<file path="src/sv/esd_pkg.sv">
// ----------------------------------------------------------------------------
// esd_pkg
// Shared constants and types for the EMA settling detector.
// ----------------------------------------------------------------------------
package esd_pkg;

    // default geometry
    localparam int SAMPLE_BITS_DEF = 16;
    localparam int FRAC_BITS_DEF   = 16;

    // fixed-point formats of the config registers
    localparam int ALPHA_FRAC = 16;
    localparam int RATIO_FRAC = 24;

    localparam int AVG_BITS   = 32;
    localparam int INDEX_BITS = 8;

    // APB register map (word index)
    localparam int CFG_ADDR_BITS = 4;
    localparam logic [1:0] REG_ALPHA        = 2'd0;
    localparam logic [1:0] REG_STABLE_RATIO = 2'd1;
    localparam logic [1:0] REG_FIRST_CHECK  = 2'd2;
    localparam logic [1:0] REG_MAX_READS    = 2'd3;

    // reset values
    localparam logic [15:0] ALPHA_RESET        = 16'd13107;
    localparam logic [23:0] STABLE_RATIO_RESET = 24'd8389;
    localparam logic [7:0]  FIRST_CHECK_RESET  = 8'd2;
    localparam logic [7:0]  MAX_READS_RESET    = 8'd15;

    typedef struct packed {
        logic settled;
        logic timed_out;
    } esd_status_t;

endpackage

</file>
<file path="src/sv/esd_datapath.sv">
// ----------------------------------------------------------------------------
// esd_datapath
// One filter update and the settling / timeout decision for one reading.
// ----------------------------------------------------------------------------
module esd_datapath #(
    parameter int SAMPLE_BITS = esd_pkg::SAMPLE_BITS_DEF,
    parameter int FRAC_BITS   = esd_pkg::FRAC_BITS_DEF
) (
    input  logic signed [SAMPLE_BITS-1:0]     sample,
    input  logic                              start,
    input  logic signed [esd_pkg::AVG_BITS-1:0] prev_avg,
    input  logic [esd_pkg::INDEX_BITS-1:0]    read_count,
    input  logic [15:0]                       alpha,
    input  logic [23:0]                       stable_ratio,
    input  logic [7:0]                        first_check_read,
    input  logic [7:0]                        max_reads,
    output logic signed [esd_pkg::AVG_BITS-1:0] average,
    output logic [esd_pkg::INDEX_BITS-1:0]    read_index,
    output esd_pkg::esd_status_t              status
);
    import esd_pkg::*;

    localparam int DIFF_BITS = AVG_BITS + 2;
    localparam int PROD_BITS = DIFF_BITS + ALPHA_FRAC + 1;
    localparam int THR_BITS  = RATIO_FRAC + AVG_BITS;
    localparam int CMP_BITS  = DIFF_BITS + RATIO_FRAC;

    localparam logic signed [63:0] SAT_HI = 64'sd2147483647;
    localparam logic signed [63:0] SAT_LO = -64'sd2147483648;

    logic signed [63:0]           scaled;
    logic signed [AVG_BITS-1:0]   target;
    logic signed [DIFF_BITS-1:0]  diff;
    logic signed [PROD_BITS-1:0]  prod;
    logic signed [PROD_BITS-1:0]  prod_rnd;
    logic signed [DIFF_BITS-1:0]  delta;
    logic [DIFF_BITS-1:0]         abs_delta;
    logic [AVG_BITS-1:0]          abs_prev;
    logic [THR_BITS-1:0]          thresh;
    logic [CMP_BITS-1:0]          change;
    logic [7:0]                   last_idx;
    logic                         stable;

    // load value: sample in Q.FRAC_BITS, clipped to 32 bits
    assign scaled = 64'(sample) <<< FRAC_BITS;
    always_comb begin
        if (scaled > SAT_HI) begin
            target = AVG_BITS'(SAT_HI);
        end else if (scaled < SAT_LO) begin
            target = AVG_BITS'(SAT_LO);
        end else begin
            target = AVG_BITS'(scaled);
        end
    end

    assign diff     = DIFF_BITS'(target) - DIFF_BITS'(prev_avg);
    assign prod     = PROD_BITS'($signed({1'b0, alpha})) * PROD_BITS'(diff);
    // round to nearest, ties toward +inf
    assign prod_rnd = (prod + PROD_BITS'(1 << (ALPHA_FRAC - 1))) >>> ALPHA_FRAC;

    assign delta   = start ? diff : DIFF_BITS'(prod_rnd);
    assign average = AVG_BITS'(DIFF_BITS'(prev_avg) + delta);

    assign read_index = start ? '0 : read_count;

    // |avg - prev| * 2^24 < ratio * |prev|
    assign abs_delta = delta[DIFF_BITS-1] ? DIFF_BITS'(-delta) : DIFF_BITS'(delta);
    assign abs_prev  = prev_avg[AVG_BITS-1] ? AVG_BITS'(-prev_avg) : AVG_BITS'(prev_avg);
    assign thresh    = THR_BITS'(stable_ratio) * THR_BITS'(abs_prev);
    assign change    = CMP_BITS'(abs_delta) << RATIO_FRAC;

    assign stable = (read_index >= first_check_read) && (prev_avg != '0) &&
                    (change < CMP_BITS'(thresh));

    // a zero count behaves as one
    assign last_idx = (max_reads == 8'd0) ? 8'd0 : max_reads - 8'd1;

    assign status.settled   = stable;
    assign status.timed_out = !stable && (read_index >= last_idx);

endmodule

</file>
<file path="src/sv/ema_settle_detector_unit.sv">
// ----------------------------------------------------------------------------
// ema_settle_detector_unit
// Exponential moving average of sensor samples with settling detection.
// ----------------------------------------------------------------------------
// Usage:
//   Samples enter on the s_ stream (s_tdata = sample, s_tuser = window start).
//   A transaction with s_tuser set opens a window and loads the average with
//   the sample; later samples update the average by alpha (Q0.16). Each
//   reading inside an open window gives one m_ transaction: average and
//   reading index in m_tdata, settled / timed_out in m_tuser. Samples that
//   arrive with no window open are consumed and give nothing.
//   The input register loads on the s_ transaction and the result register
//   loads from it once the result register is free or being taken, which
//   raises m_tvalid. One sample is taken per cycle while the receiver keeps
//   up; the filter update and both multipliers sit between those two
//   registers, and the filter state loads together with the result register.
//   When the receiver stalls, the result register holds and the input
//   register fills, then s_tready drops until m_tready returns.
//   Reset empties both registers, closes any window, zeroes the average
//   history and loads the register defaults (alpha 0.2, ratio 0.05 percent,
//   first check at reading 2, timeout after 15 readings).
//   APB registers: 0x0 alpha, 0x4 stable_ratio, 0x8 first_check_read,
//   0xC max_reads. Write them only while the stream is idle.
// ----------------------------------------------------------------------------
module ema_settle_detector_unit #(
    parameter int SAMPLE_BITS = esd_pkg::SAMPLE_BITS_DEF,
    parameter int FRAC_BITS   = esd_pkg::FRAC_BITS_DEF
) (
    input  logic                                   aclk,
    input  logic                                   aresetn,
    // input stream
    input  logic                                   s_tvalid,
    output logic                                   s_tready,
    input  logic [((SAMPLE_BITS+7)/8)*8-1:0]       s_tdata,  // [SAMPLE_BITS-1:0] sample
    input  logic                                   s_tuser,  // [0] window_start
    // result stream
    output logic                                   m_tvalid,
    input  logic                                   m_tready,
    output logic [39:0]                            m_tdata,  // [31:0] average, [39:32] read_index
    output logic [1:0]                             m_tuser,  // [0] settled, [1] timed_out
    // config port
    input  logic                                   psel,
    input  logic                                   penable,
    input  logic                                   pwrite,
    input  logic [esd_pkg::CFG_ADDR_BITS-1:0]      paddr,
    input  logic [31:0]                            pwdata,
    output logic [31:0]                            prdata,
    output logic                                   pready
);
    import esd_pkg::*;

    // config registers
    logic [15:0] alpha_reg;
    logic [23:0] ratio_reg;
    logic [7:0]  first_check_reg;
    logic [7:0]  max_reads_reg;
    logic        cfg_write;
    logic [1:0]  cfg_index;

    // input register
    logic                          in_valid_reg;
    logic signed [SAMPLE_BITS-1:0] in_sample_reg;
    logic                          in_start_reg;

    // filter state
    logic signed [AVG_BITS-1:0]    prev_avg_reg, prev_avg_next;
    logic [INDEX_BITS-1:0]         read_count_reg, read_count_next;
    logic                          window_open_reg, window_open_next;

    // result register
    logic                          out_valid_reg, out_valid_next;
    logic signed [AVG_BITS-1:0]    out_avg_reg;
    logic [INDEX_BITS-1:0]         out_index_reg;
    esd_status_t                   out_status_reg;

    logic                          advance;
    logic                          produce;
    logic signed [AVG_BITS-1:0]    dp_average;
    logic [INDEX_BITS-1:0]         dp_index;
    esd_status_t                   dp_status;
    logic                          ended;

    // ------------------------------------------------------------------
    // APB
    // ------------------------------------------------------------------
    assign pready    = 1'b1;
    assign cfg_index = paddr[3:2];
    assign cfg_write = psel && penable && pwrite && pready;

    always_ff @(posedge aclk) begin
        if (!aresetn) begin
            alpha_reg       <= ALPHA_RESET;
            ratio_reg       <= STABLE_RATIO_RESET;
            first_check_reg <= FIRST_CHECK_RESET;
            max_reads_reg   <= MAX_READS_RESET;
        end else if (cfg_write) begin
            unique case (cfg_index)
                REG_ALPHA:        alpha_reg       <= pwdata[15:0];
                REG_STABLE_RATIO: ratio_reg       <= pwdata[23:0];
                REG_FIRST_CHECK:  first_check_reg <= pwdata[7:0];
                REG_MAX_READS:    max_reads_reg   <= pwdata[7:0];
                default: ;
            endcase
        end
    end

    always_comb begin
        unique case (cfg_index)
            REG_ALPHA:        prdata = 32'(alpha_reg);
            REG_STABLE_RATIO: prdata = 32'(ratio_reg);
            REG_FIRST_CHECK:  prdata = 32'(first_check_reg);
            REG_MAX_READS:    prdata = 32'(max_reads_reg);
            default:          prdata = '0;
        endcase
    end

    // ------------------------------------------------------------------
    // Handshake
    // ------------------------------------------------------------------
    assign advance  = in_valid_reg && (!out_valid_reg || m_tready);
    assign s_tready = !in_valid_reg || advance;

    always_ff @(posedge aclk) begin
        if (!aresetn) begin
            in_valid_reg <= 1'b0;
        end else if (s_tready) begin
            in_valid_reg <= s_tvalid;
        end
    end

    always_ff @(posedge aclk) begin
        if (s_tvalid && s_tready) begin
            in_sample_reg <= $signed(s_tdata[SAMPLE_BITS-1:0]);
            in_start_reg  <= s_tuser;
        end
    end

    // ------------------------------------------------------------------
    // Filter
    // ------------------------------------------------------------------
    esd_datapath #(
        .SAMPLE_BITS (SAMPLE_BITS),
        .FRAC_BITS   (FRAC_BITS)
    ) u_datapath (
        .sample           (in_sample_reg),
        .start            (in_start_reg),
        .prev_avg         (prev_avg_reg),
        .read_count       (read_count_reg),
        .alpha            (alpha_reg),
        .stable_ratio     (ratio_reg),
        .first_check_read (first_check_reg),
        .max_reads        (max_reads_reg),
        .average          (dp_average),
        .read_index       (dp_index),
        .status           (dp_status)
    );

    assign produce = advance && (in_start_reg || window_open_reg);
    assign ended   = dp_status.settled || dp_status.timed_out;

    always_comb begin
        prev_avg_next    = prev_avg_reg;
        read_count_next  = read_count_reg;
        window_open_next = window_open_reg;
        if (produce) begin
            // a stable reading leaves the history untouched
            if (!dp_status.settled) begin
                prev_avg_next = dp_average;
            end
            window_open_next = !ended;
            read_count_next  = ended ? dp_index : dp_index + 1'b1;
        end
    end

    always_ff @(posedge aclk) begin
        if (!aresetn) begin
            prev_avg_reg    <= '0;
            read_count_reg  <= '0;
            window_open_reg <= 1'b0;
        end else begin
            prev_avg_reg    <= prev_avg_next;
            read_count_reg  <= read_count_next;
            window_open_reg <= window_open_next;
        end
    end

    // ------------------------------------------------------------------
    // Result register
    // ------------------------------------------------------------------
    always_comb begin
        if (advance) begin
            out_valid_next = produce;
        end else if (m_tready) begin
            out_valid_next = 1'b0;
        end else begin
            out_valid_next = out_valid_reg;
        end
    end

    always_ff @(posedge aclk) begin
        if (!aresetn) begin
            out_valid_reg <= 1'b0;
        end else begin
            out_valid_reg <= out_valid_next;
        end
    end

    always_ff @(posedge aclk) begin
        if (produce) begin
            out_avg_reg    <= dp_average;
            out_index_reg  <= dp_index;
            out_status_reg <= dp_status;
        end
    end

    assign m_tvalid = out_valid_reg;
    assign m_tdata  = {out_index_reg, out_avg_reg};
    assign m_tuser  = {out_status_reg.timed_out, out_status_reg.settled};

    // ------------------------------------------------------------------
    // Assertions
    // ------------------------------------------------------------------
    a_one_end_kind: assert property (@(posedge aclk) disable iff (!aresetn)
        m_tvalid |-> !(m_tuser[0] && m_tuser[1]))
        else $error("settled and timed_out both set");

    a_end_closes: assert property (@(posedge aclk) disable iff (!aresetn)
        (produce && ended) |=> !window_open_reg)
        else $error("window still open after final reading");

    a_start_index: assert property (@(posedge aclk) disable iff (!aresetn)
        (produce && in_start_reg) |=> (m_tvalid && m_tdata[39:32] == '0))
        else $error("window start did not report reading zero");

    a_stall_cause: assert property (@(posedge aclk) disable iff (!aresetn)
        !s_tready |-> (in_valid_reg && out_valid_reg && !m_tready))
        else $error("input stalled without output backpressure");

    a_stable_keeps_prev: assert property (@(posedge aclk) disable iff (!aresetn)
        (produce && dp_status.settled) |=> $stable(prev_avg_reg))
        else $error("history changed on a stable reading");

endmodule
</file>
<file path="config.mk">
export PLATFORM = sky130hd
export DESIGN_NAME = ema_settle_detector_unit
export DESIGN_NICKNAME = d
export VERILOG_FILES = /design/src/sv/esd_pkg.sv /design/src/sv/esd_datapath.sv /design/src/sv/ema_settle_detector_unit.sv
export SDC_FILE = /design/constraint.sdc
export NUM_CORES = 2
export LEC_CHECK = 0
export BUFFER_PORTS_ARGS = -buffer_cell sky130_fd_sc_hd__buf_2
export CAP_MARGIN = 20
export CELL_PAD_IN_SITES_DETAIL_PLACEMENT = 0
export CELL_PAD_IN_SITES_GLOBAL_PLACEMENT = 2
export CORE_AREA = 2 2 434 328
export CTS_CLUSTER_DIAMETER = 200
export DETAILED_ROUTE_END_ITERATION = 10
export DIE_AREA = 0 0 436 330
export PLACE_DENSITY_LB_ADDON = 0.1
export SLEW_MARGIN = 40
export SYNTH_ARGS = -nofsm -noshare
export SYNTH_HDL_FRONTEND = slang
export SYNTH_SLANG_ARGS = --single-unit
</file>
<file path="constraint.sdc">
create_clock -name aclk -period 13.1 [get_ports aclk]
set_input_delay 0.655 -clock aclk [delete_from_list [all_inputs] [get_ports aclk]]
set_output_delay 0.655 -clock aclk [all_outputs]
set_load 0.05 [all_outputs]
</file>
==> results.json <==
{
  "vias": 43000,
  "grt_pass1_vias": 44200,
  "antenna_found_initial": 15,
  "die_x_um": 436,
  "cts_tree": "built",
  "synthCells": 6444,
  "drt_iter0_drc": 2935,
  "endpoint_kind": "flip-flop",
  "synth-seq-cells": 158,
  "start_util_pct": 39.7,
  "required_ns": 13.54,
  "synth_compound_area_share_pct": 7.93,
  "fin_hold_ws_ns": 0.324,
  "cts_buffers": 17,
  "synth_ff_type": "dfxtp_1",
  "wl_um": 174000,
  "nFillCells": 14300,
  "gr-usage-met3_pct": 2.30,
  "h-tree-depth": 4,
  "slew_headroom_pct": 40.4,
  "dp.cells": 8377,
  "route.detailed.drc": 0,
  "clk_pin_slew_ns": 0.08,
  "io_buffers": 117,
  "worst_pin_slew_ns": 0.889,
  "maxCapViolCount": 0,
  "core_mm2": 0.140,
  "gp_congestion": 0.910,
  "fin_crit_sh_pct": 96.5,
  "synth_enable_flop_cells": 59,
  "drive_above_1_share_pct": 8.84,
  "synth_fa_ha_area_share_pct": 51.5,
  "muxShareOfSynthArea_pct": 1.05,
  "synth-xor-area-share_pct": 2.78,
  "grt_max_degree": 76,
  "ys_seq_area_share_pct": 6.76,
  "ios": 137,
  "area_growth_pct": 9.15,
  "hp-class": "input pin to flip-flop",
  "yosys.area_share.simple_pct": 18.3,
  "grt_overflow": 0,
  "outcome": "completed",
  "synth_top_family_by_area": "adder cells",
  "skew_ns": 0.0201,
  "yosysWarnings": 0,
  "nets": 8172,
  "rows": 119,
  "slowest_delay_ns": 0.63,
  "clockBufferDepth": 2,
  "synth_cell_types": 101,
  "stdcell_count": 8419,
  "syn_area_per_cell_um2": 8.61,
  "die_y_um": 330,
  "met2_usage_pct": 38.2,
  "finalSetupViolCount": 0,
  "drt-wirelength-per-cell_um": 20.7,
  "grt_usage_pct": 25.0,
  "clock-sinks": 158,
  "top_usage_layer": "met1",
  "max_freq_mhz": 79.1,
  "die-area_mm2": 0.144,
  "globalRouteMet1Util_pct": 39.2,
  "dpl.hpwl_um": 147000,
  "period_minus_slack_ns": 12.64,
  "cpMaxStageDelayCell": "or4_1",
  "hold_violations": 0,
  "cts-root-buf": "clkbuf_16",
  "cp_max_fo": 18,
  "synth_area_mm2": 0.0555,
  "ant_nets": 0,
  "worst_setup_path_start_kind": "flip-flop",
  "critPathArrivalTime_ns": 13.08,
  "clk-insertion-delay-late_ns": 0.51,
  "synthArstFlopShare_pct": 0,
  "avgViaCountPerCell": 5.11,
  "first_pass_iters": 5,
  "crit_type": "flip-flop to flip-flop",
  "drv_slew": 0,
  "grt_pass1_wl_um": 275000
}
[Yosys cell counts, types with 59 or more instances]
cell	count	share of area [%]
dfxtp_1	99	3.6
nand2_1	1049	7.1
clkbuf_1	293	2.0
a21o_1	84	1.1
and2_1	517	5.8
xnor2_1	132	2.1
fa_1	1161	42
a21oi_1	210	1.9
inv_1	1373	9.3
o21ai_0	127	1.1
ha_1	426	9.6
edfxtp_1	59	3.2
nand3_1	103	0.93
nor2_1	135	0.91
[path summary, 6_finish.rpt]
| check | startpoint | to | slack [ns] | cells after the start |
|---|---|---|---|---|
| min | s_tdata[13] | in_sample_reg[13]$_DFFE_PP_ | 0.32 | 1 |
| min reg2reg | window_open_reg$_SDFFE_PN0P_ | window_open_reg$_SDFFE_PN0P_ | 0.48 | 2 |
| max reg2reg | prev_avg_reg[0]$_SDFFE_PN0P_ | read_count_reg[6]$_SDFFE_PN0P_ | 0.46 | 51 |
| max | prev_avg_reg[0]$_SDFFE_PN0P_ | read_count_reg[6]$_SDFFE_PN0P_ | 0.46 | 51 |
[timing repair]
item,4_1_cts,5_1_grt
pin swaps,0,12
gates resized for setup,1,50
cloned,0,2
setup buffers,0,2
hold buffers,0,0
endpoints found under the setup margin,7,43
[cells by family after synthesis]
group | after synthesis
simple gates | 2094
buf+inv | 1711
fa+ha+maj | 1587
compound gates | 669
xor+xnor | 176
flops | 158
mux | 47
other cells | 2
[layout make-up]
class / count / area (um2) / share of cell area, %
Multi-Input combinational cell: 4583 / 45900 / 75.8
Inverter: 1374 / 5160 / 8.52
Sequential cell: 158 / 3770 / 6.23
Timing Repair Buffer: 391 / 2790 / 4.61
Tap cell: 1875 / 2350 / 3.87
Clock buffer: 17 / 425 / 0.702
Clock inverter: 15 / 166 / 0.275
Antenna cell: 6 / 15.0 / 0.0248
[stage by stage]
step           util (%)  area, um2    TNS [ns]  worst slack (ns)
2_1_floorplan         -      55500           0              1.04
3_3_place_gp       42.6      59600           0            0.0683
3_5_place_dp       42.7      59700  -0.0000533        -0.0000533
4_1_cts            43.2      60300           0            0.0131
5_1_grt            43.4      60600     -0.0184           -0.0184
6_report           43.4      60600           0             0.461
[placed cells by master (no fill, tap or decap), types with 18 or more instances in the layout]
cell and n:
o21a_1 22, nand2b_1 34, o21ai_0 121, nand3_1 102, buf_4 261, edfxtp_1 59
xnor2_1 99, nor3_1 51, nand4_1 34, o21bai_1 19, clkbuf_16 18, nor2_1 133
nand2_1 1048, mux2i_1 33, and2_1 514, ha_1 425, xnor2_2 23, fa_1 1159
inv_1 1371, a21oi_1 205, nor2b_1 30, xor2_1 44, dfxtp_1 88, a21o_1 83
buf_2 117, o211ai_1 23, and3_1 19
[worst max-delay path: cells and delay by family, from the launching register on]
family | cells | cell delay [ns]
XOR/XNOR | 2 | 0.33
AND/OR/NAND/NOR | 17 | 3.96
multiplexers | 1 | 0.17
AO/OA/AOI/OAI | 8 | 1.92
flip-flops | 1 | 0.36
adder cells (fa/ha/maj) | 9 | 3.89
buffers and inverters | 14 | 1.87
[routing by layer]
layer  vias to the layer above  share of wire, %  routed length, um
li1                      19800                 -                  -
met1                     22100                51              88200
met5                         -                 0                  0
met4                         0               1.3               2310
met3                        84               4.5               7830
met2                       936                44              75800
Power is left out: the tool's default activity adds up to more than one toggle a clock period on the data nets, which glitch-free logic cannot reach.
